### src/plcap_pkg.sv
// plcap_pkg: shared types, constants and mnemonic tables for the address parser
`default_nettype none
package plcap_pkg;

  // default width of the internal decimal accumulators
  localparam int NumberWidthDefault = 16;
  // width of the number fields in a result
  localparam int OutNumWidth = 16;
  localparam int MnemCount = 7;

  // parse modes
  typedef enum logic [2:0] {
    MODE_NORMAL      = 3'd0,
    MODE_FILE_FIRST  = 3'd1,
    MODE_FILE_DIGITS = 3'd2,
    MODE_ELEM_FIRST  = 3'd3,
    MODE_ELEM_DIGITS = 3'd4,
    MODE_TAIL_FIRST  = 3'd5,
    MODE_TAIL_DIGITS = 3'd6,
    MODE_TAIL_REST   = 3'd7
  } mode_t;

  // file type codes
  localparam logic [7:0] TYPE_NONE   = 8'h00;
  localparam logic [7:0] TYPE_OUTPUT = 8'h8b;
  localparam logic [7:0] TYPE_INPUT  = 8'h8c;
  localparam logic [7:0] TYPE_STATUS = 8'h84;
  localparam logic [7:0] TYPE_BIT    = 8'h85;
  localparam logic [7:0] TYPE_TIMER  = 8'h86;
  localparam logic [7:0] TYPE_COUNT  = 8'h87;
  localparam logic [7:0] TYPE_CTRL   = 8'h88;
  localparam logic [7:0] TYPE_INT    = 8'h89;
  localparam logic [7:0] TYPE_FLOAT  = 8'h8a;

  // element sizes in bytes
  localparam logic [2:0] SIZE_NONE  = 3'd0;
  localparam logic [2:0] SIZE_WORD  = 3'd2;
  localparam logic [2:0] SIZE_FLOAT = 3'd4;

  // one result request
  typedef struct packed {
    logic [7:0]             file_type;
    logic [OutNumWidth-1:0] file_number;
    logic [OutNumWidth-1:0] element_number;
    logic [OutNumWidth-1:0] sub_element_number;
    logic [2:0]             data_size;
  } result_t;

  // mnemonic text, lower case, zero past its end
  function automatic logic [7:0] mnem_char(input logic [2:0] idx, input logic [1:0] pos);
    logic [23:0] word;
    unique case (idx)
      3'd0:    word = {8'h61, 8'h63, 8'h63};  // acc
      3'd1:    word = {8'h70, 8'h72, 8'h65};  // pre
      3'd2:    word = {8'h6c, 8'h65, 8'h6e};  // len
      3'd3:    word = {8'h70, 8'h6f, 8'h73};  // pos
      3'd4:    word = {8'h65, 8'h6e, 8'h00};  // en
      3'd5:    word = {8'h74, 8'h74, 8'h00};  // tt
      3'd6:    word = {8'h64, 8'h6e, 8'h00};  // dn
      default: word = 24'h0;
    endcase
    case (pos)
      2'd0:    return word[23:16];
      2'd1:    return word[15:8];
      2'd2:    return word[7:0];
      default: return 8'h00;
    endcase
  endfunction

  function automatic logic [1:0] mnem_len(input logic [2:0] idx);
    return (idx < 3'd4) ? 2'd3 : 2'd2;
  endfunction

  function automatic logic [3:0] mnem_code(input logic [2:0] idx);
    unique case (idx)
      3'd0:    return 4'd2;
      3'd1:    return 4'd1;
      3'd2:    return 4'd1;
      3'd3:    return 4'd2;
      3'd4:    return 4'd13;
      3'd5:    return 4'd14;
      3'd6:    return 4'd15;
      default: return 4'd0;
    endcase
  endfunction

endpackage
`default_nettype wire

### src/plcap_if.sv
// plcap_in_if and plcap_out_if: character and result channels
`default_nettype none
interface plcap_in_if;
  logic       valid;
  logic       ready;
  logic [7:0] character;
  logic       end_of_text;

  modport source (output valid, output character, output end_of_text, input ready);
  modport sink   (input valid, input character, input end_of_text, output ready);
endinterface

interface plcap_out_if;
  logic                            valid;
  logic                            ready;
  logic [7:0]                      file_type;
  logic [plcap_pkg::OutNumWidth-1:0] file_number;
  logic [plcap_pkg::OutNumWidth-1:0] element_number;
  logic [plcap_pkg::OutNumWidth-1:0] sub_element_number;
  logic [2:0]                      data_size;

  modport source (output valid, output file_type, output file_number,
                  output element_number, output sub_element_number,
                  output data_size, input ready);
  modport sink   (input valid, input file_type, input file_number,
                  input element_number, input sub_element_number,
                  input data_size, output ready);
endinterface
`default_nettype wire

### src/plc_address_text_parser.sv
// plc_address_text_parser: character-serial parser for PLC data-table addresses
//
// Takes one address character per request (for example N7:0/5 or T4:2.acc) and
// returns one result request when the character flagged end_of_text is taken:
// file type code, file number, element number, sub-element number or mnemonic
// code, and element size. The parse state updates in the cycle a character is
// accepted, so characters may arrive every clock while in_chan.ready is high; the
// result is registered in the output register, or in the skid register while the
// output register holds an untaken result. This two-entry buffer lets parsing go
// on while a result waits; in_chan.ready drops only while both hold results
// not yet taken. After each result the parser is reset for the next address.
`default_nettype none
module plc_address_text_parser #(
  parameter int NUMBER_WIDTH = plcap_pkg::NumberWidthDefault
) (
  input  wire logic         clk,
  input  wire logic         rst_n,
  plcap_in_if.sink          in_chan,
  plcap_out_if.source       out_chan
);

  localparam int NW = NUMBER_WIDTH;
  localparam int OW = plcap_pkg::OutNumWidth;

  // decimal multiply-add by ten with saturation
  function automatic logic [NW-1:0] accumulate(input logic [NW-1:0] v, input logic [3:0] d);
    logic [NW+3:0] n;
    n = ({4'b0, v} << 3) + ({4'b0, v} << 1) + {{NW{1'b0}}, d};
    return (n[NW+3:NW] != 4'b0) ? {NW{1'b1}} : n[NW-1:0];
  endfunction

  // fit an accumulator to the result width
  function automatic logic [OW-1:0] to_out(input logic [NW-1:0] v);
    logic [NW+OW-1:0] ext;
    ext = {{OW{1'b0}}, v};
    return ext[OW-1:0];
  endfunction

  // parse state
  logic [7:0]        type_code_r,   type_code_nxt;
  logic [NW-1:0]     file_val_r,    file_val_nxt;
  logic [NW-1:0]     elem_val_r,    elem_val_nxt;
  logic [2:0]        size_r,        size_nxt;
  plcap_pkg::mode_t  mode_r,        mode_nxt;
  logic [NW-1:0]     tail_val_r,    tail_val_nxt;
  logic              tail_dig_r,    tail_dig_nxt;
  logic [6:0]        match_r,       match_nxt;
  logic [2:0]        tail_len_r,    tail_len_nxt;

  // result buffer
  logic                 out_valid_r, skid_valid_r;
  plcap_pkg::result_t   out_data_r,  skid_data_r;
  plcap_pkg::result_t   result;

  logic       accept, push, pop;
  logic [7:0] ch, lc;
  logic       dig;
  logic [3:0] dval;
  logic       dispatch_en;
  logic [OW-1:0] sub;

  assign in_chan.ready = !skid_valid_r;
  assign accept = in_chan.valid && in_chan.ready;
  assign push   = accept && in_chan.end_of_text;
  assign pop    = out_valid_r && out_chan.ready;

  assign ch   = in_chan.character;
  assign dig  = (ch >= 8'h30) && (ch <= 8'h39);
  assign dval = ch[3:0];
  assign lc   = ((ch >= 8'h41) && (ch <= 8'h5a)) ? ch + 8'd32 : ch;

  // next parse state for the current character
  always_comb begin
    type_code_nxt = type_code_r;
    file_val_nxt  = file_val_r;
    elem_val_nxt  = elem_val_r;
    size_nxt      = size_r;
    mode_nxt      = mode_r;
    tail_val_nxt  = tail_val_r;
    tail_dig_nxt  = tail_dig_r;
    match_nxt     = match_r;
    tail_len_nxt  = tail_len_r;
    dispatch_en   = 1'b0;

    unique case (mode_r)
      plcap_pkg::MODE_FILE_FIRST: begin
        file_val_nxt = dig ? NW'(dval) : '0;
        mode_nxt     = dig ? plcap_pkg::MODE_FILE_DIGITS : plcap_pkg::MODE_NORMAL;
      end
      plcap_pkg::MODE_FILE_DIGITS: begin
        if (dig) begin
          file_val_nxt = accumulate(file_val_r, dval);
        end else begin
          mode_nxt    = plcap_pkg::MODE_NORMAL;
          dispatch_en = 1'b1;
        end
      end
      plcap_pkg::MODE_ELEM_FIRST: begin
        elem_val_nxt = dig ? NW'(dval) : '0;
        mode_nxt     = dig ? plcap_pkg::MODE_ELEM_DIGITS : plcap_pkg::MODE_NORMAL;
      end
      plcap_pkg::MODE_ELEM_DIGITS: begin
        if (dig) begin
          elem_val_nxt = accumulate(elem_val_r, dval);
        end else begin
          mode_nxt    = plcap_pkg::MODE_NORMAL;
          dispatch_en = 1'b1;
        end
      end
      plcap_pkg::MODE_TAIL_FIRST: begin
        tail_dig_nxt = dig;
        tail_val_nxt = dig ? NW'(dval) : '0;
        mode_nxt     = dig ? plcap_pkg::MODE_TAIL_DIGITS : plcap_pkg::MODE_TAIL_REST;
      end
      plcap_pkg::MODE_TAIL_DIGITS: begin
        if (dig) begin
          tail_val_nxt = accumulate(tail_val_r, dval);
        end else begin
          mode_nxt = plcap_pkg::MODE_TAIL_REST;
        end
      end
      plcap_pkg::MODE_TAIL_REST: begin
      end
      default: begin
        dispatch_en = 1'b1;
      end
    endcase

    // mnemonic matching on every tail character
    if (mode_r == plcap_pkg::MODE_TAIL_FIRST || mode_r == plcap_pkg::MODE_TAIL_DIGITS ||
        mode_r == plcap_pkg::MODE_TAIL_REST) begin
      for (int i = 0; i < plcap_pkg::MnemCount; i++) begin
        if ({1'b0, tail_len_r} >= {2'b0, plcap_pkg::mnem_len(3'(i))} ||
            lc != plcap_pkg::mnem_char(3'(i), tail_len_r[1:0])) begin
          match_nxt[i] = 1'b0;
        end
      end
      if (tail_len_r != 3'd7) begin
        tail_len_nxt = tail_len_r + 3'd1;
      end
    end

    // normal dispatch of type letters and separators
    if (dispatch_en) begin
      unique case (ch)
        "O": begin
          type_code_nxt = plcap_pkg::TYPE_OUTPUT;
          size_nxt      = plcap_pkg::SIZE_WORD;
          file_val_nxt  = '0;
        end
        "I": begin
          type_code_nxt = plcap_pkg::TYPE_INPUT;
          size_nxt      = plcap_pkg::SIZE_WORD;
          file_val_nxt  = NW'(1);
        end
        "S", "B", "T", "C", "R", "N", "F": begin
          case (ch)
            "S":     type_code_nxt = plcap_pkg::TYPE_STATUS;
            "B":     type_code_nxt = plcap_pkg::TYPE_BIT;
            "T":     type_code_nxt = plcap_pkg::TYPE_TIMER;
            "C":     type_code_nxt = plcap_pkg::TYPE_COUNT;
            "R":     type_code_nxt = plcap_pkg::TYPE_CTRL;
            "N":     type_code_nxt = plcap_pkg::TYPE_INT;
            default: type_code_nxt = plcap_pkg::TYPE_FLOAT;
          endcase
          size_nxt     = (ch == "F") ? plcap_pkg::SIZE_FLOAT : plcap_pkg::SIZE_WORD;
          file_val_nxt = '0;
          mode_nxt     = plcap_pkg::MODE_FILE_FIRST;
        end
        ":": begin
          elem_val_nxt = '0;
          mode_nxt     = plcap_pkg::MODE_ELEM_FIRST;
        end
        ".", "/": begin
          mode_nxt     = plcap_pkg::MODE_TAIL_FIRST;
          tail_val_nxt = '0;
          tail_dig_nxt = 1'b0;
          match_nxt    = 7'h7f;
          tail_len_nxt = 3'd0;
        end
        default: begin
        end
      endcase
    end
  end

  // sub-element value, the last matching mnemonic wins
  always_comb begin
    sub = '0;
    if (mode_nxt == plcap_pkg::MODE_TAIL_FIRST || mode_nxt == plcap_pkg::MODE_TAIL_DIGITS ||
        mode_nxt == plcap_pkg::MODE_TAIL_REST) begin
      if (tail_dig_nxt) begin
        sub = to_out(tail_val_nxt);
      end
      for (int i = 0; i < plcap_pkg::MnemCount; i++) begin
        if (match_nxt[i]) begin
          sub = OW'(plcap_pkg::mnem_code(3'(i)));
        end
      end
    end
  end

  // assemble the result request
  always_comb begin
    result.file_type          = type_code_nxt;
    result.file_number        = to_out(file_val_nxt);
    result.element_number     = to_out(elem_val_nxt);
    result.sub_element_number = sub;
    result.data_size          = size_nxt;
  end

  // parse state register, back to reset after each address
  always_ff @(posedge clk) begin
    if (!rst_n || push) begin
      type_code_r <= plcap_pkg::TYPE_NONE;
      file_val_r  <= '0;
      elem_val_r  <= '0;
      size_r      <= plcap_pkg::SIZE_NONE;
      mode_r      <= plcap_pkg::MODE_NORMAL;
      tail_val_r  <= '0;
      tail_dig_r  <= 1'b0;
      match_r     <= 7'h7f;
      tail_len_r  <= 3'd0;
    end else if (accept) begin
      type_code_r <= type_code_nxt;
      file_val_r  <= file_val_nxt;
      elem_val_r  <= elem_val_nxt;
      size_r      <= size_nxt;
      mode_r      <= mode_nxt;
      tail_val_r  <= tail_val_nxt;
      tail_dig_r  <= tail_dig_nxt;
      match_r     <= match_nxt;
      tail_len_r  <= tail_len_nxt;
    end
  end

  // output register and skid register
  always_ff @(posedge clk) begin
    if (!rst_n) begin
      out_valid_r  <= 1'b0;
      skid_valid_r <= 1'b0;
    end else if (!out_valid_r || pop) begin
      if (skid_valid_r) begin
        out_valid_r  <= 1'b1;
        out_data_r   <= skid_data_r;
        skid_valid_r <= 1'b0;
      end else begin
        out_valid_r <= push;
        if (push) begin
          out_data_r <= result;
        end
      end
    end else if (push) begin
      skid_valid_r <= 1'b1;
      skid_data_r  <= result;
    end
  end

  assign out_chan.valid              = out_valid_r;
  assign out_chan.file_type          = out_data_r.file_type;
  assign out_chan.file_number        = out_data_r.file_number;
  assign out_chan.element_number     = out_data_r.element_number;
  assign out_chan.sub_element_number = out_data_r.sub_element_number;
  assign out_chan.data_size          = out_data_r.data_size;

endmodule
`default_nettype wire

### src/flat_wrapper.sv
// flat-port wrapper written by rule: the top's interface ports become plain ports
module plc_address_text_parser_flat 
#(
  parameter int NUMBER_WIDTH = plcap_pkg::NumberWidthDefault
)
  (clk, rst_n, in_chan_valid, in_chan_character, in_chan_end_of_text, in_chan_ready, out_chan_valid, out_chan_file_type, out_chan_file_number, out_chan_element_number, out_chan_sub_element_number, out_chan_data_size, out_chan_ready);
  plcap_in_if in_chan_i ();
  plcap_out_if out_chan_i ();
  input  wire logic clk;
  input  wire logic rst_n;
  input wire logic [$bits(in_chan_i.valid)-1:0] in_chan_valid;
  input wire logic [$bits(in_chan_i.character)-1:0] in_chan_character;
  input wire logic [$bits(in_chan_i.end_of_text)-1:0] in_chan_end_of_text;
  output wire logic [$bits(in_chan_i.ready)-1:0] in_chan_ready;
  output wire logic [$bits(out_chan_i.valid)-1:0] out_chan_valid;
  output wire logic [$bits(out_chan_i.file_type)-1:0] out_chan_file_type;
  output wire logic [$bits(out_chan_i.file_number)-1:0] out_chan_file_number;
  output wire logic [$bits(out_chan_i.element_number)-1:0] out_chan_element_number;
  output wire logic [$bits(out_chan_i.sub_element_number)-1:0] out_chan_sub_element_number;
  output wire logic [$bits(out_chan_i.data_size)-1:0] out_chan_data_size;
  input wire logic [$bits(out_chan_i.ready)-1:0] out_chan_ready;
  assign in_chan_i.valid = in_chan_valid;
  assign in_chan_i.character = in_chan_character;
  assign in_chan_i.end_of_text = in_chan_end_of_text;
  assign in_chan_ready = in_chan_i.ready;
  assign out_chan_valid = out_chan_i.valid;
  assign out_chan_file_type = out_chan_i.file_type;
  assign out_chan_file_number = out_chan_i.file_number;
  assign out_chan_element_number = out_chan_i.element_number;
  assign out_chan_sub_element_number = out_chan_i.sub_element_number;
  assign out_chan_data_size = out_chan_i.data_size;
  assign out_chan_i.ready = out_chan_ready;
  plc_address_text_parser #(.NUMBER_WIDTH(NUMBER_WIDTH)) u_core (.clk(clk), .rst_n(rst_n), .in_chan(in_chan_i), .out_chan(out_chan_i));
endmodule
### config.mk
export PLATFORM = sky130hd
export DESIGN_NAME = plc_address_text_parser_flat
export DESIGN_NICKNAME = d
export VERILOG_FILES = /design/src/plcap_pkg.sv /design/src/plcap_if.sv /design/src/plc_address_text_parser.sv /design/src/flat_wrapper.sv
export SDC_FILE = /design/constraint.sdc
export NUM_CORES = 1
export LEC_CHECK = 0
export ABC_CLOCK_PERIOD_IN_PS = 15220
export CORE_ASPECT_RATIO = 0.6
export CORE_MARGIN = 2
export CORE_UTILIZATION = 70
export DETAILED_ROUTE_END_ITERATION = 8
export DONT_BUFFER_PORTS = 1
export GPL_TIMING_DRIVEN = 1
export PLACE_DENSITY = 0.88
export SLEW_MARGIN = 20
export SYNTH_ARGS = -nofsm -noshare
export SYNTH_HDL_FRONTEND = slang
export SYNTH_SLANG_ARGS = --single-unit
### constraint.sdc
create_clock -name clk -period 15.22 [get_ports clk]
set_clock_uncertainty 0.15 [all_clocks]
set_input_delay 4.566 -clock clk [delete_from_list [all_inputs] [get_ports clk]]
set_output_delay 4.566 -clock clk [all_outputs]
set_load 0.03 [all_outputs]
# --- Word level (Yosys, flattened, before mapping) ---
# Index checks and enable logic that the tools add are counted.
word_totals:
  ff_bits: 193
  latchBits: 0
  ramBits: 0
  input_bits: 13
  memories: 0
  mem_bits_ro: 0
  out_inout_bits: 61
classes:
  mul: 0
  muxes: 76
  n_eq_ne: 32
  shifts: 0
  n_reduce_logical: 37
  order_cmp: 6
  div_mod_pow: 0
  n_bitwise: 2
  addsub: 8
op_table:
  columns: ["op", "count"]
  rows:
  - ["2-to-1 mux 16 bit", 20]
  - ["case mux 16 bit (2 select lines)", 4]
  - ["2-to-1 mux 59 bit", 2]
  - ["equality test 8 x 7 -> 1 bit (second input constant)", 9]
  - ["2-to-1 mux 8 bit", 9]
  - ["case mux 7 bit (3 select lines)", 3]
  - ["adder 19 x 17 -> 20 bit", 3]
  - ["adder 20 x 4 -> 20 bit", 3]
  - ["!= test 8 bit", 7]
  - ["case mux 7 bit (2 select lines)", 3]
  - ["2-to-1 mux 3 bit", 10]
  - ["2-to-1 mux 7 bit", 4]
  - ["equality test 8 x 6 -> 1 bit (second input constant)", 3]
  - ["case mux 4 bit (6 select lines)", 1]
  - ["case mux 8 bit (3 select lines)", 1]
  - ["equality test 3 bit (second input constant)", 7]
  - ["case mux 3 bit (5 select lines)", 1]
  - ["logical OR 1 bit", 13]
  - ["2-to-1 mux 1 bit", 13]
  - ["nonzero test 4 bit", 3]
  - ["OR reduction 2 bit", 6]
  - ["case mux 3 bit (3 select lines)", 1]
  - ["adder 8 x 6 -> 8 bit (second input constant)", 1]
  - ["greater-or-equal comparator 8 x 6 -> 1 bit (second input constant)", 1]
  - ["other kinds (23)", 33]

# --- Logic depth before layout (Yosys ltp) ---
# Gate-level depths: netlist of the first run.
logic_depth:
  ltp_word: 20
  ltp_mapped: 15
  mapped_depth_nobuf: 12

# --- Worst setup path before layout of the first run ---
# OpenSTA, ideal clock, no wires.
synth_path:
  path_type: "input port to flip-flop"
  startpoint: "input port in_chan_character[3]"
  endpoint: "register u_core.out_data_r, in the netlist u_core.out_chan.sub_element_number[0] (data pin)"
  path_slack_ns: 6.772
  stages: 14
  t_arrival_ns: 8.038
  setup_ns: 0.260
  required_ns: 14.810
  cell_sequence: "clkbuf_1 buf_1 inv_1 fa_1 inv_1 ha_1 a211o_1 a211oi_1 or3b_2 and4_1 a2111oi_4 nand4b_1 a41o_1 mux2_2"
synth_via:
  elab_chain_len: 19
synth_lines:
  columns: ["element", "line", "source"]
  rows:
  - ["start: declaration", "flat_wrapper.sv:12", "input wire logic [$bits(in_chan_i.character)-1:0] in_chan_character;"]
  - ["parallel branches: the longest is 16 deep, another holds adder 20 x 4 -> 20 bit", null, null]
  - ["2-to-1 mux 16 bit (*)", "plc_address_text_parser.sv:190", "if (mode_nxt == plcap_pkg::MODE_TAIL_FIRST || mode_nxt == plcap_pkg::MODE_TAIL_DIGITS ||"]
  - ["via u_core.sub[0]", "plc_address_text_parser.sv:60", "logic [OW-1:0] sub;"]
  - ["2-to-1 mux 59 bit (*)", "plc_address_text_parser.sv:249", "if (push) begin"]
  - ["2-to-1 mux 59 bit (*)", "plc_address_text_parser.sv:243", "if (skid_valid_r) begin"]
  - ["end signal: assignment", "plc_address_text_parser.sv:245", "out_data_r <= skid_data_r;"]
  - ["end signal: assignment", "plc_address_text_parser.sv:250", "out_data_r <= result;"]
  - ["end: declaration", "plc_address_text_parser.sv:52", "plcap_pkg::result_t out_data_r, skid_data_r;"]
# Mark *: on every way through the listed nets, which the timed path passes. The select of a mux whose other input is x is not followed.
# A chain may end at the register's enable or synchronous reset.

# --- Worst setup path after layout of the first run ---
layout_path:
  startpoint: "input port in_chan_character[3]"
  endpoint: "register u_core.out_data_r, in the netlist u_core.out_chan.file_number[9] (data pin)"
layout_via:
  elab_chain_len: 9
layout_lines:
  columns: ["element", "line", "source"]
  rows:
  - ["adder 20 x 4 -> 20 bit", "plc_address_text_parser.sv:28", "n = ({4'b0, v} << 3) + ({4'b0, v} << 1) + {{NW{1'b0}}, d};"]
  - ["nonzero test 4 bit", "plc_address_text_parser.sv:29", "return (n[NW+3:NW] != 4'b0) ? {NW{1'b1}} : n[NW-1:0];"]
  - ["2-to-1 mux 16 bit", "plc_address_text_parser.sv:29", null]
  - ["2-to-1 mux 16 bit", "plc_address_text_parser.sv:91", "if (dig) begin"]
  - ["case mux 16 bit (2 select lines)", "plc_address_text_parser.sv:85", "unique case (mode_r)"]
  - ["case mux 16 bit (2 select lines)", "plc_address_text_parser.sv:145", "unique case (ch)"]
  - ["2-to-1 mux 16 bit (*)", "plc_address_text_parser.sv:144", "if (dispatch_en) begin"]
  - ["via u_core.file_val_nxt[9]", "plc_address_text_parser.sv:41", "logic [NW-1:0] file_val_r, file_val_nxt;"]
  - ["2-to-1 mux 59 bit (*)", "plc_address_text_parser.sv:249", null]
  - ["2-to-1 mux 59 bit (*)", "plc_address_text_parser.sv:243", null]
# The timed path passes the listed nets; every way through them passes the cells marked *. The select of a mux whose other input is x is not followed.

==> flow_metrics.env, run 1 <==
export IMPL_power_density_nw_per_um2=80.6
export IMPL_drt_wl_total_mm=37.2
export IMPL_tns_ns=0
export IMPL_final_setup_viol_count=0
export IMPL_rsz0062_at_grt="false"
export IMPL_num_io_pins=74
export IMPL_slew_headroom_pct=27.5
export IMPL_min_path_type="register to register"
export IMPL_gr_total_overflow=0
export IMPL_drt_iter0_markers=1823
export IMPL_fin_crit_sh_pct=54.1
export IMPL_worstSetupEndpointType="register"
export IMPL_min_period_ns=8.23
export IMPL_vias=11506
export IMPL_wl_per_cell_um=23.1
export IMPL_ctsResizeCount=0
export IMPL_tightest_slew_ns=1.08
export IMPL_drc=0
export IMPL_cts_setup_buffers=0
export IMPL_crit_path_start_kind="primary input"
export IMPL_timing_critical_path_fanout_max=26
export IMPL_syn_nets=1518
export IMPL_seq_area_frac_synth_pct=39.7
export IMPL_core_area_um2=17900
export IMPL_grt_max_degree=61
export IMPL_ys_flop_type="edfxtp_1"
export IMPL_power_uw=1090
export IMPL_drv_cap=0
export IMPL_cts_hold_buf=0
export IMPL_die_height_um=108
export IMPL_ant_nets=0
export IMPL_clockBufferDepth=2
export IMPL_cts_max_level=4
export IMPL_criticalPathCategory="primary input to register"
export IMPL_hold_violations=0
export IMPL_syn_inst=1398
export IMPL_ys_seq_elements=193
export IMPL_cp_required_ns=15.28
export IMPL_synth_edf_count=118
export IMPL_dr_pass1_iters=8
export IMPL_start_util_pct=70.8
export IMPL_antenna_found_initial=0
export IMPL_p_leak_uw=0.00542
export IMPL_vias_per_cell=7.13
export IMPL_async_flop_share_pct=0
export IMPL_yosys_warnings=0
export IMPL_grt_pass1_vias=10383
export IMPL_n_antenna_cell=0
export IMPL_max_freq_mhz=121
export IMPL_final_layout_size_suffix_gt1_share_pct=7.87
export IMPL_die_area_um2=19300
export IMPL_grt_pass1_wl_mm=58.2
export IMPL_drv_slew=0
export IMPL_cts_root_buffer="clkbuf_16"
export IMPL_area_delta_synth_final_pct=6.08
export IMPL_cts_sinks=193
export IMPL_arrival_ns=8.30
export IMPL_syn_area_um2=12700
export IMPL_port_buffers=0
export IMPL_place_gp_congestion=0.970
export IMPL_nNetsFinal=1480
export IMPL_cts_buffers_inserted=17
export IMPL_place_hpwl_mm=26.0
export IMPL_peakVddDrop_v=0.0000697
export IMPL_syn_area_per_cell_um2=9.08
export IMPL_die_x_um=178
export IMPL_clk_pin_slew_ns=0.08
export IMPL_grt_total_usage_pct=39.2
export IMPL_std_cell_rows=38
export IMPL_cts_tree="built"
export IMPL_clk_latency_ns=0.46
export IMPL_status="complete, no violations"
export IMPL_synth_distinct_cells=89
final timing paths:
kind                            depth (start not counted)                        endpoint            startpoint  slack (ns)
worst max-delay path                                   10  u_core.out_chan.file_number[9]  in_chan_character[3]        6.99
worst min-delay path                                    2               u_core.match_r[4]     u_core.match_r[4]        0.31
worst max register to register                         10  u_core.out_chan.file_number[9]  u_core.file_val_r[2]       10.69
worst min register to register                          2               u_core.match_r[4]     u_core.match_r[4]        0.31
worst max-delay path: stages:
cell and delay [ns]:
fa_1 0.52, fa_1 0.49, a211oi_1 0.38, o21ai_0 0.19, a31o_2 0.28, a2111oi_0 0.37, nand3_1 0.38, nor2_1 0.51
a31oi_1 0.26, mux2_2 0.34
cells by family (layout without fill, tap and decap cells):
group	Yosys count	after routing	share of synthesized area [%]
AND/OR/NAND/NOR	485	485	18.0
AO/OA/AOI/OAI	444	444	22.9
flip-flops	193	193	39.7
adder cells (fa/ha/maj)	107	107	10.9
buffers and inverters	97	72	2.96
XOR/XNOR	44	44	3.04
multiplexers	28	28	2.47
sequential cells by signal, summed over array words and instances, names as in the netlist, 3 cells and up:
name                                cells
u_core.file_val_r                      16
u_core.out_chan.file_number            16
u_core.out_chan.element_number         16
u_core.type_code_r                      8
u_core.out_chan.sub_element_number     16
u_core.out_chan.file_type               8
u_core.out_chan.data_size               3
u_core.mode_r                           3
u_core.skid_data_r                     59
u_core.match_r                          7
u_core.tail_len_r                       3
u_core.tail_val_r                      16
u_core.elem_val_r                      16
u_core.size_r                           3
cell type report:
cell class	count	area, µm²
Sequential cell	193	5050
Inverter	25	93.8
Clock buffer	17	425
Tap cell	240	300
Multi-Input combinational cell	1108	7310
Timing Repair Buffer	15	113
Fill cell	1257	4460
Clock inverter	15	176
metrics by stage:
step	std cells	hold WS, ns	utilization [%]	area [µm²]	worst slack, ns
6_report	1613	0.313	75.1	13500	6.99
5_1_grt	1613	0.329	75.1	13500	6.76
4_1_cts	1613	0.310	75.1	13500	7.08
3_5_place_dp	1581	0.299	71.7	12900	6.67
3_3_place_gp	1581	0.294	71.7	12800	6.72
2_1_floorplan	1398	0.278	-	12700	6.77
routing by layer:
metal  GRT usage, %  wire length, µm  vias to the layer above  part of all wire (%)
li1               -                -                     5178                     -
met1           58.5            15900                     5337                    43
met2           55.3            15100                      893                    41
met3           12.0             5370                       98                    14
met4           9.84              822                        0                   2.2
met5              0                0                        -                     0
power breakdown:
group	internal (µW)	switching [µW]	total, µW
Clock	224	238	462
Combinational	16.3	39.3	55.7
Sequential	556	11.7	568
Total	796	289	1090
cells in the final DEF, fill, tap and decap left out, types with 19 or more instances in the layout:
master | Yosys | routed
nand2_1 | 182 | 182
edfxtp_1 | 118 | 118
nor2_1 | 118 | 115
a21oi_1 | 108 | 108
ha_1 | 101 | 101
o21ai_0 | 99 | 99
dfxtp_1 | 75 | 74
nand3_1 | 50 | 50
o31ai_1 | 33 | 33
mux2_2 | 27 | 27
inv_1 | 24 | 24
nor3_1 | 25 | 24
xnor2_1 | 24 | 23
a21o_1 | 22 | 22
a31oi_1 | 20 | 20
xor2_1 | 20 | 20
a211oi_1 | 20 | 19
and3_1 | 19 | 19
o21a_1 | 19 | 19
cells in the mapped netlist (all sizes together), types with 21 or more instances:
master,n,area share (%)
dfxtp,75,12
clkbuf,66,2.0
ha,101,10
nor2,118,3.5
edfxtp,118,28
a31oi,21,1.1
o31ai,33,2.0
a21o,22,1.3
mux2,27,2.4
nor3,26,1.1
nand2,182,5.4
o21ai,111,4.4
xnor2,24,1.7
inv,24,0.71
nand3,51,2.1
a21oi,108,4.3
Power figures use the tool's default switching activity.
==> run 2: changes to the inputs <==
Settings changed: ABC_AREA set to 1, ABC_CLOCK_PERIOD_IN_PS 15220 to 6620, CORE_UTILIZATION 70 to 59, PLACE_DENSITY 0.88 to 0.8.
Clock period 15.22 ns to 6.62 ns, I/O delays scaled along.
==> flow_metrics.env, run 2 <==
export IMPL_status="complete, no violations"
export IMPL_place_area_um2=13200
export IMPL_async_flop_share_pct=0
export IMPL_drt_iter0_markers=1258
export IMPL_synth_top_area_share_pct=27.1
export IMPL_std_cell_rows=42
export IMPL_cp_required_ns=6.63
export IMPL_power_switching_uw=810
export IMPL_place_gp_congestion=0.973
export IMPL_final_layout_size_suffix_gt1_share_pct=7.68
export IMPL_ant_nets=0
export IMPL_wl_per_cell_um=17.3
export IMPL_fin_crit_sh_pct=78.3
export IMPL_switching_share_pct=29.6
export IMPL_synth_distinct_cells=54
export IMPL_gr_total_overflow=0
export IMPL_ys_flop_type="edfxtp_1"
export IMPL_synthMuxAreaShare_pct=0
export IMPL_n_antenna_cell=0
export IMPL_p_int_uw=1930
export IMPL_grt_pass1_vias=10095
export IMPL_grt_max_degree=92
export IMPL_peakVddDrop_v=0.000239
export IMPL_grt_pass1_wl_mm=54.5
export IMPL_cts_setup_buffers=0
export IMPL_final_setup_viol_count=0
export IMPL_cts_buffers_inserted=17
export IMPL_vias_per_cell=5.76
export IMPL_syn_nets=1819
export IMPL_crit_path_start_kind="primary input"
export IMPL_final_common_cell="nand2_1"
export IMPL_ys_seq_elements=193
export IMPL_hold_start="u_core.type_code_r[5]"
export IMPL_drt_wl_total_mm=34.0
export IMPL_die_area_um2=23400
export IMPL_rrSetupSlack_ns=2.55
export IMPL_tns_ns=0
export IMPL_clock_power_share_pct=37.2
export IMPL_drv_cap=0
export IMPL_largest_register_ffs=59
export IMPL_min_path_type="register to register"
export IMPL_synth_most_common_cell="nand2_1"
export IMPL_core_area_um2=21900
export IMPL_ctsResizeCount=0
export IMPL_syn_area_per_cell_um2=7.69
export IMPL_slew_headroom_pct=25.3
export IMPL_start_util_pct=59.6
export IMPL_combPwrFrac_pct=13.1
export IMPL_num_io_pins=74
export IMPL_synth_fa_ha_area_share_pct=10.6
export IMPL_drc=0
export IMPL_area_delta_synth_final_pct=5.69
export IMPL_vias=11329
export IMPL_tightest_slew_ns=1.12
export IMPL_criticalPathCategory="primary input to register"
export IMPL_power_frac_seq_pct=49.7
export IMPL_worstSetupEndpointType="register"
export IMPL_synth_area_top_cells="edfxtp_1 (27%), nand2_1 (12%), dfxtp_1 (11%), ha_1 (9.7%), o21ai_0 (7.1%)"
export IMPL_grt_total_usage_pct=29.7
export IMPL_cts_max_level=4
export IMPL_syn_inst=1699
export IMPL_slowest_stage="fa_1"
export IMPL_min_period_ns=5.18
export IMPL_clockBufferDepth=2
export IMPL_cts_tree="built"
export IMPL_crit_start="in_chan_character[3]"
export IMPL_nNetsFinal=1787
export IMPL_clk_pin_slew_ns=0.07
export IMPL_dr_pass1_iters=5
export IMPL_rsz0062_at_grt="false"
export IMPL_synth_edf_count=118
export IMPL_synth_compound_area_share_pct=15.8
export IMPL_synth_top_family_by_area="simple AND/OR/NAND/NOR gates"
export IMPL_timing_critical_path_fanout_max=12
export IMPL_crit_family="compound AO/OA/AOI/OAI gates"
export IMPL_synthXorXnorAreaFrac_pct=3.27
export IMPL_drv_slew=0
export IMPL_synth_top_area_cell="edfxtp_1"
export IMPL_antenna_found_initial=0
export IMPL_syn_area_um2=13100
export IMPL_hold_violations=0
export IMPL_max_freq_mhz=193
export IMPL_path_cells="fa_1, fa_1, nand3_1, nand2_1, a21boi_0, o21ai_1, a31oi_1, xnor2_1, nor2_2, nand2_1, o21ai_0, nand2_1, nand2_1, o21ai_0"
export IMPL_cts_root_buffer="clkbuf_16"
export IMPL_die_height_um=119
export IMPL_power_density_nw_per_um2=198
export IMPL_regMostFlops="u_core.skid_data_r"
export IMPL_hold_ws_ns=0.309
export IMPL_layout_common_cells="nand2_1 (434), inv_1 (189), o21ai_0 (185)"
export IMPL_cp_common_cell="nand2_1"
export IMPL_synthTopCellsByCount="nand2_1 (434), inv_1 (190), o21ai_0 (185)"
export IMPL_cts_hold_buf=0
export IMPL_p_leak_uw=0.00645
export IMPL_r2r_start="u_core.file_val_r[2]"
export IMPL_synth_simple_area_share_pct=23.3
export IMPL_final_cell_area_um2=13800
export IMPL_slowest_delay_ns=0.53
export IMPL_die_x_um=196
export IMPL_place_hpwl_mm=24.5
export IMPL_cts_sinks=193
export IMPL_yosys_warnings=0
export IMPL_seq_area_frac_synth_pct=38.6
export IMPL_port_buffers=0
export IMPL_critical_path_buf_inv_count=0
export IMPL_arrival_ns=5.20
export IMPL_clk_latency_ns=0.45
==> run 2: final timing paths <==
kind	to	cells past startpoint
max	u_core.out_chan.file_number[14]	14
min	u_core.type_code_r[5]	2
max reg2reg	u_core.out_chan.file_number[14]	14
min reg2reg	u_core.type_code_r[5]	2
==> run 2: power groups by stage <==
stage	clock (µW)	combinational [µW]	sequential, µW
after floorplan	0	273	1370
after global placement	0	339	1380
after detailed placement	0	349	1390
after CTS	1020	351	1360
after global routing	1060	401	1360
final	1020	358	1360
==> run 2: cell families (layout without fill, tap and decap cells) <==
kind of cell,count (synthesis),in the layout
buffers and inverters,270,251
AND/OR/NAND/NOR,701,701
XOR/XNOR,48,48
adder cells (fa/ha/maj),107,107
flip-flops,193,193
AO/OA/AOI/OAI,380,380
==> run 2: area by class of cell <==
class	instances	area, µm²
Clock buffer	19	433
Clock inverter	13	138
Fill cell	1886	8100
Inverter	202	767
Multi-Input combinational cell	1236	6940
Sequential cell	193	5050
Tap cell	286	358
Timing Repair Buffer	17	128
==> run 2: per-stage QoR <==
stage	setup slack (ns)	total power [µW]	util (%)	instances
after floorplan	1.27	1650	-	1699
after global placement	1.13	1720	60.4	1934
after detailed placement	1.01	1730	60.4	1934
after CTS	1.47	2730	63.0	1966
after global routing	1.19	2830	63.0	1966
final	1.44	2740	63.0	1966
==> run 2: layer usage <==
layer  GRT usage, %  part of all wire [%]
met5              0                     0
met4           6.58                   1.2
met3           7.67                    11
met2           38.1                    36
met1           48.3                    51
==> run 2: tightest hold or removal path, cell delays in order (launching register included) <==
cell and delay, ns:
dfxtp_1 0.31, nand3_1 0.07, inv_1 0.04
==> run 3: changes to the inputs <==
Settings changed: ABC_CLOCK_PERIOD_IN_PS 6620 to 4300.
Clock period 6.62 ns to 4.3 ns, I/O delays scaled along.
==> flow_metrics.env, run 3 (synthesized netlist as in run 2, its figures left out) <==
export IMPL_status="complete, no violations"
export IMPL_criticalPathCategory="primary input to register"
export IMPL_place_hpwl_mm=24.6
export IMPL_core_area_um2=21900
export IMPL_place_area_um2=13600
export IMPL_final_cell_area_um2=14200
export IMPL_die_area_um2=23400
export IMPL_num_io_pins=74
export IMPL_cts_max_level=4
export IMPL_wl_per_cell_um=17.3
export IMPL_vias=11606
export IMPL_crit_family="adder cells"
export IMPL_cts_root_buffer="clkbuf_16"
export IMPL_crit_path_start_kind="primary input"
export IMPL_antenna_found_initial=0
export IMPL_port_buffers=0
export IMPL_ant_nets=0
export IMPL_slowest_delay_ns=0.52
export IMPL_nNetsFinal=1830
export IMPL_cts_buffers_inserted=17
export IMPL_worstSetupEndpointType="register"
export IMPL_drc=0
export IMPL_slowest_stage="fa_1"
export IMPL_path_cells="fa_1, fa_1, nand3_1, nand2_1, a21boi_1, o21ai_1, a31oi_1, xnor2_1, nor2_2, nand2_1, buf_4, nor2_1, o21ai_0, nand2_1, o21ai_0"
export IMPL_cts_tree="built"
export IMPL_power_uw=4320
export IMPL_drv_slew=0
export IMPL_regMostFlops="u_core.skid_data_r"
export IMPL_drv_cap=0
export IMPL_power_density_nw_per_um2=304
export IMPL_grt_pass1_vias=10496
export IMPL_arrival_ns=4.19
export IMPL_slew_headroom_pct=32.0
export IMPL_start_util_pct=59.6
export IMPL_place_gp_congestion=0.961
export IMPL_final_common_cell="nand2_1"
export IMPL_maxUsedRoutingLayer="met4"
export IMPL_dr_pass1_iters=5
export IMPL_hold_violations=0
export IMPL_die_height_um=119
export IMPL_clk_latency_ns=0.45
export IMPL_vias_per_cell=5.78
export IMPL_peakVddDrop_v=0.000305
export IMPL_final_util_pct=64.8
export IMPL_clockBufferDepth=2
export IMPL_grt_total_usage_pct=30.2
export IMPL_drt_iter0_markers=1246
export IMPL_cts_sinks=193
export IMPL_hold_ws_ns=0.311
export IMPL_drt_wl_total_mm=34.7
export IMPL_wl_met2_mm=13.4
export IMPL_min_period_ns=4.06
export IMPL_min_path_type="register to register"
export IMPL_tns_ns=0
export IMPL_largest_register_ffs=59
export IMPL_clk_pin_slew_ns=0.08
export IMPL_dr_wl_met3_mm=3.94
export IMPL_grt_max_degree=90
export IMPL_n_antenna_cell=0
export IMPL_cp_common_cell="nand2_1"
export IMPL_rsz0062_at_grt="false"
export IMPL_cts_hold_buf=0
export IMPL_tightest_slew_ns=1.01
export IMPL_timing_critical_path_fanout_max=12
export IMPL_final_layout_size_suffix_gt1_share_pct=10.1
export IMPL_cp_required_ns=4.43
export IMPL_gr_total_overflow=0
export IMPL_critical_path_buf_inv_count=1
export IMPL_std_cell_rows=42
export IMPL_die_x_um=196
export IMPL_grt_pass1_wl_mm=55.8
export IMPL_layout_common_cells="nand2_1 (434), inv_1 (188), o21ai_0 (185)"
export IMPL_final_setup_viol_count=0
export IMPL_max_freq_mhz=246
export IMPL_fin_crit_sh_pct=94.5
export IMPL_met1_length_mm=17.1
export IMPL_p_leak_uw=0.00667
export IMPL_area_delta_synth_final_pct=8.57
[run 3: cell count changes in the layout (fill, tap and decap cells not counted), sizes merged]
cell,change
inv,-2
buf,+43
bufinv,+1
clkinv,+3
clkbuf,-2
[run 3: worst register-to-register path, cell delays in order (launching register included)]
cell and delay, ns:
dfxtp_1 0.46, fa_1 0.51, fa_1 0.50, nand3_1 0.09
nand2_1 0.09, a21boi_1 0.23, o21ai_1 0.12, a31oi_1 0.17
xnor2_1 0.16, nor2_2 0.06, nand2_1 0.14, buf_4 0.15
nor2_1 0.03, o21ai_0 0.26, nand2_1 0.19, o21ai_0 0.20
[run 3: routing by layer]
layer  vias to the layer above  track usage (%)
met4                         0             6.06
met3                        31             7.76
li1                       5671                -
met5                         -                0
met1                      5341             47.9
met2                       563             40.7
[run 3: timing repair]
item / 4_1_cts / 5_1_grt
endpoints found under the setup margin: 0 / 5
endpoints found under the hold margin: 0 / 0
gates resized for setup: 0 / 1
buffers inserted: 0 / 0
[run 3: final timing paths]
kind | startpoint | endpoint | slack, ns | cells past startpoint
worst max-delay path | in_chan_character[3] | u_core.out_chan.file_number[2] | 0.24 | 15
worst min-delay path | u_core.type_code_r[5] | u_core.type_code_r[5] | 0.31 | 2
worst max register to register | u_core.file_val_r[2] | u_core.out_chan.file_number[2] | 0.65 | 15
worst min register to register | u_core.type_code_r[5] | u_core.type_code_r[5] | 0.31 | 2
[run 3: cell type report]
| cell class | count | area, µm² |
|---|---|---|
| Timing Repair Buffer | 60 | 475 |
| Clock inverter | 15 | 171 |
| Fill cell | 1883 | 7720 |
| Tap cell | 286 | 358 |
| Inverter | 202 | 767 |
| Clock buffer | 17 | 425 |
| Sequential cell | 193 | 5050 |
| Multi-Input combinational cell | 1236 | 6950 |
[run 3: per-stage QoR]
step / instances / worst slack (ns)
6_report: 2009 / 0.237
5_1_grt: 2009 / 0.0296
4_1_cts: 2009 / 0.240
3_5_place_dp: 1977 / -0.203
3_3_place_gp: 1977 / -0.186
2_1_floorplan: 1699 / 0.0186
[run 3: power breakdown]
part / internal (µW) / switching (µW) / total, µW / leakage (µW)
registers: 2010 / 84.7 / 2100 / 0.00172
clock network: 830 / 805 / 1630 / 0.000288
logic: 208 / 380 / 588 / 0.00467
total: 3050 / 1270 / 4320 / 0.00667
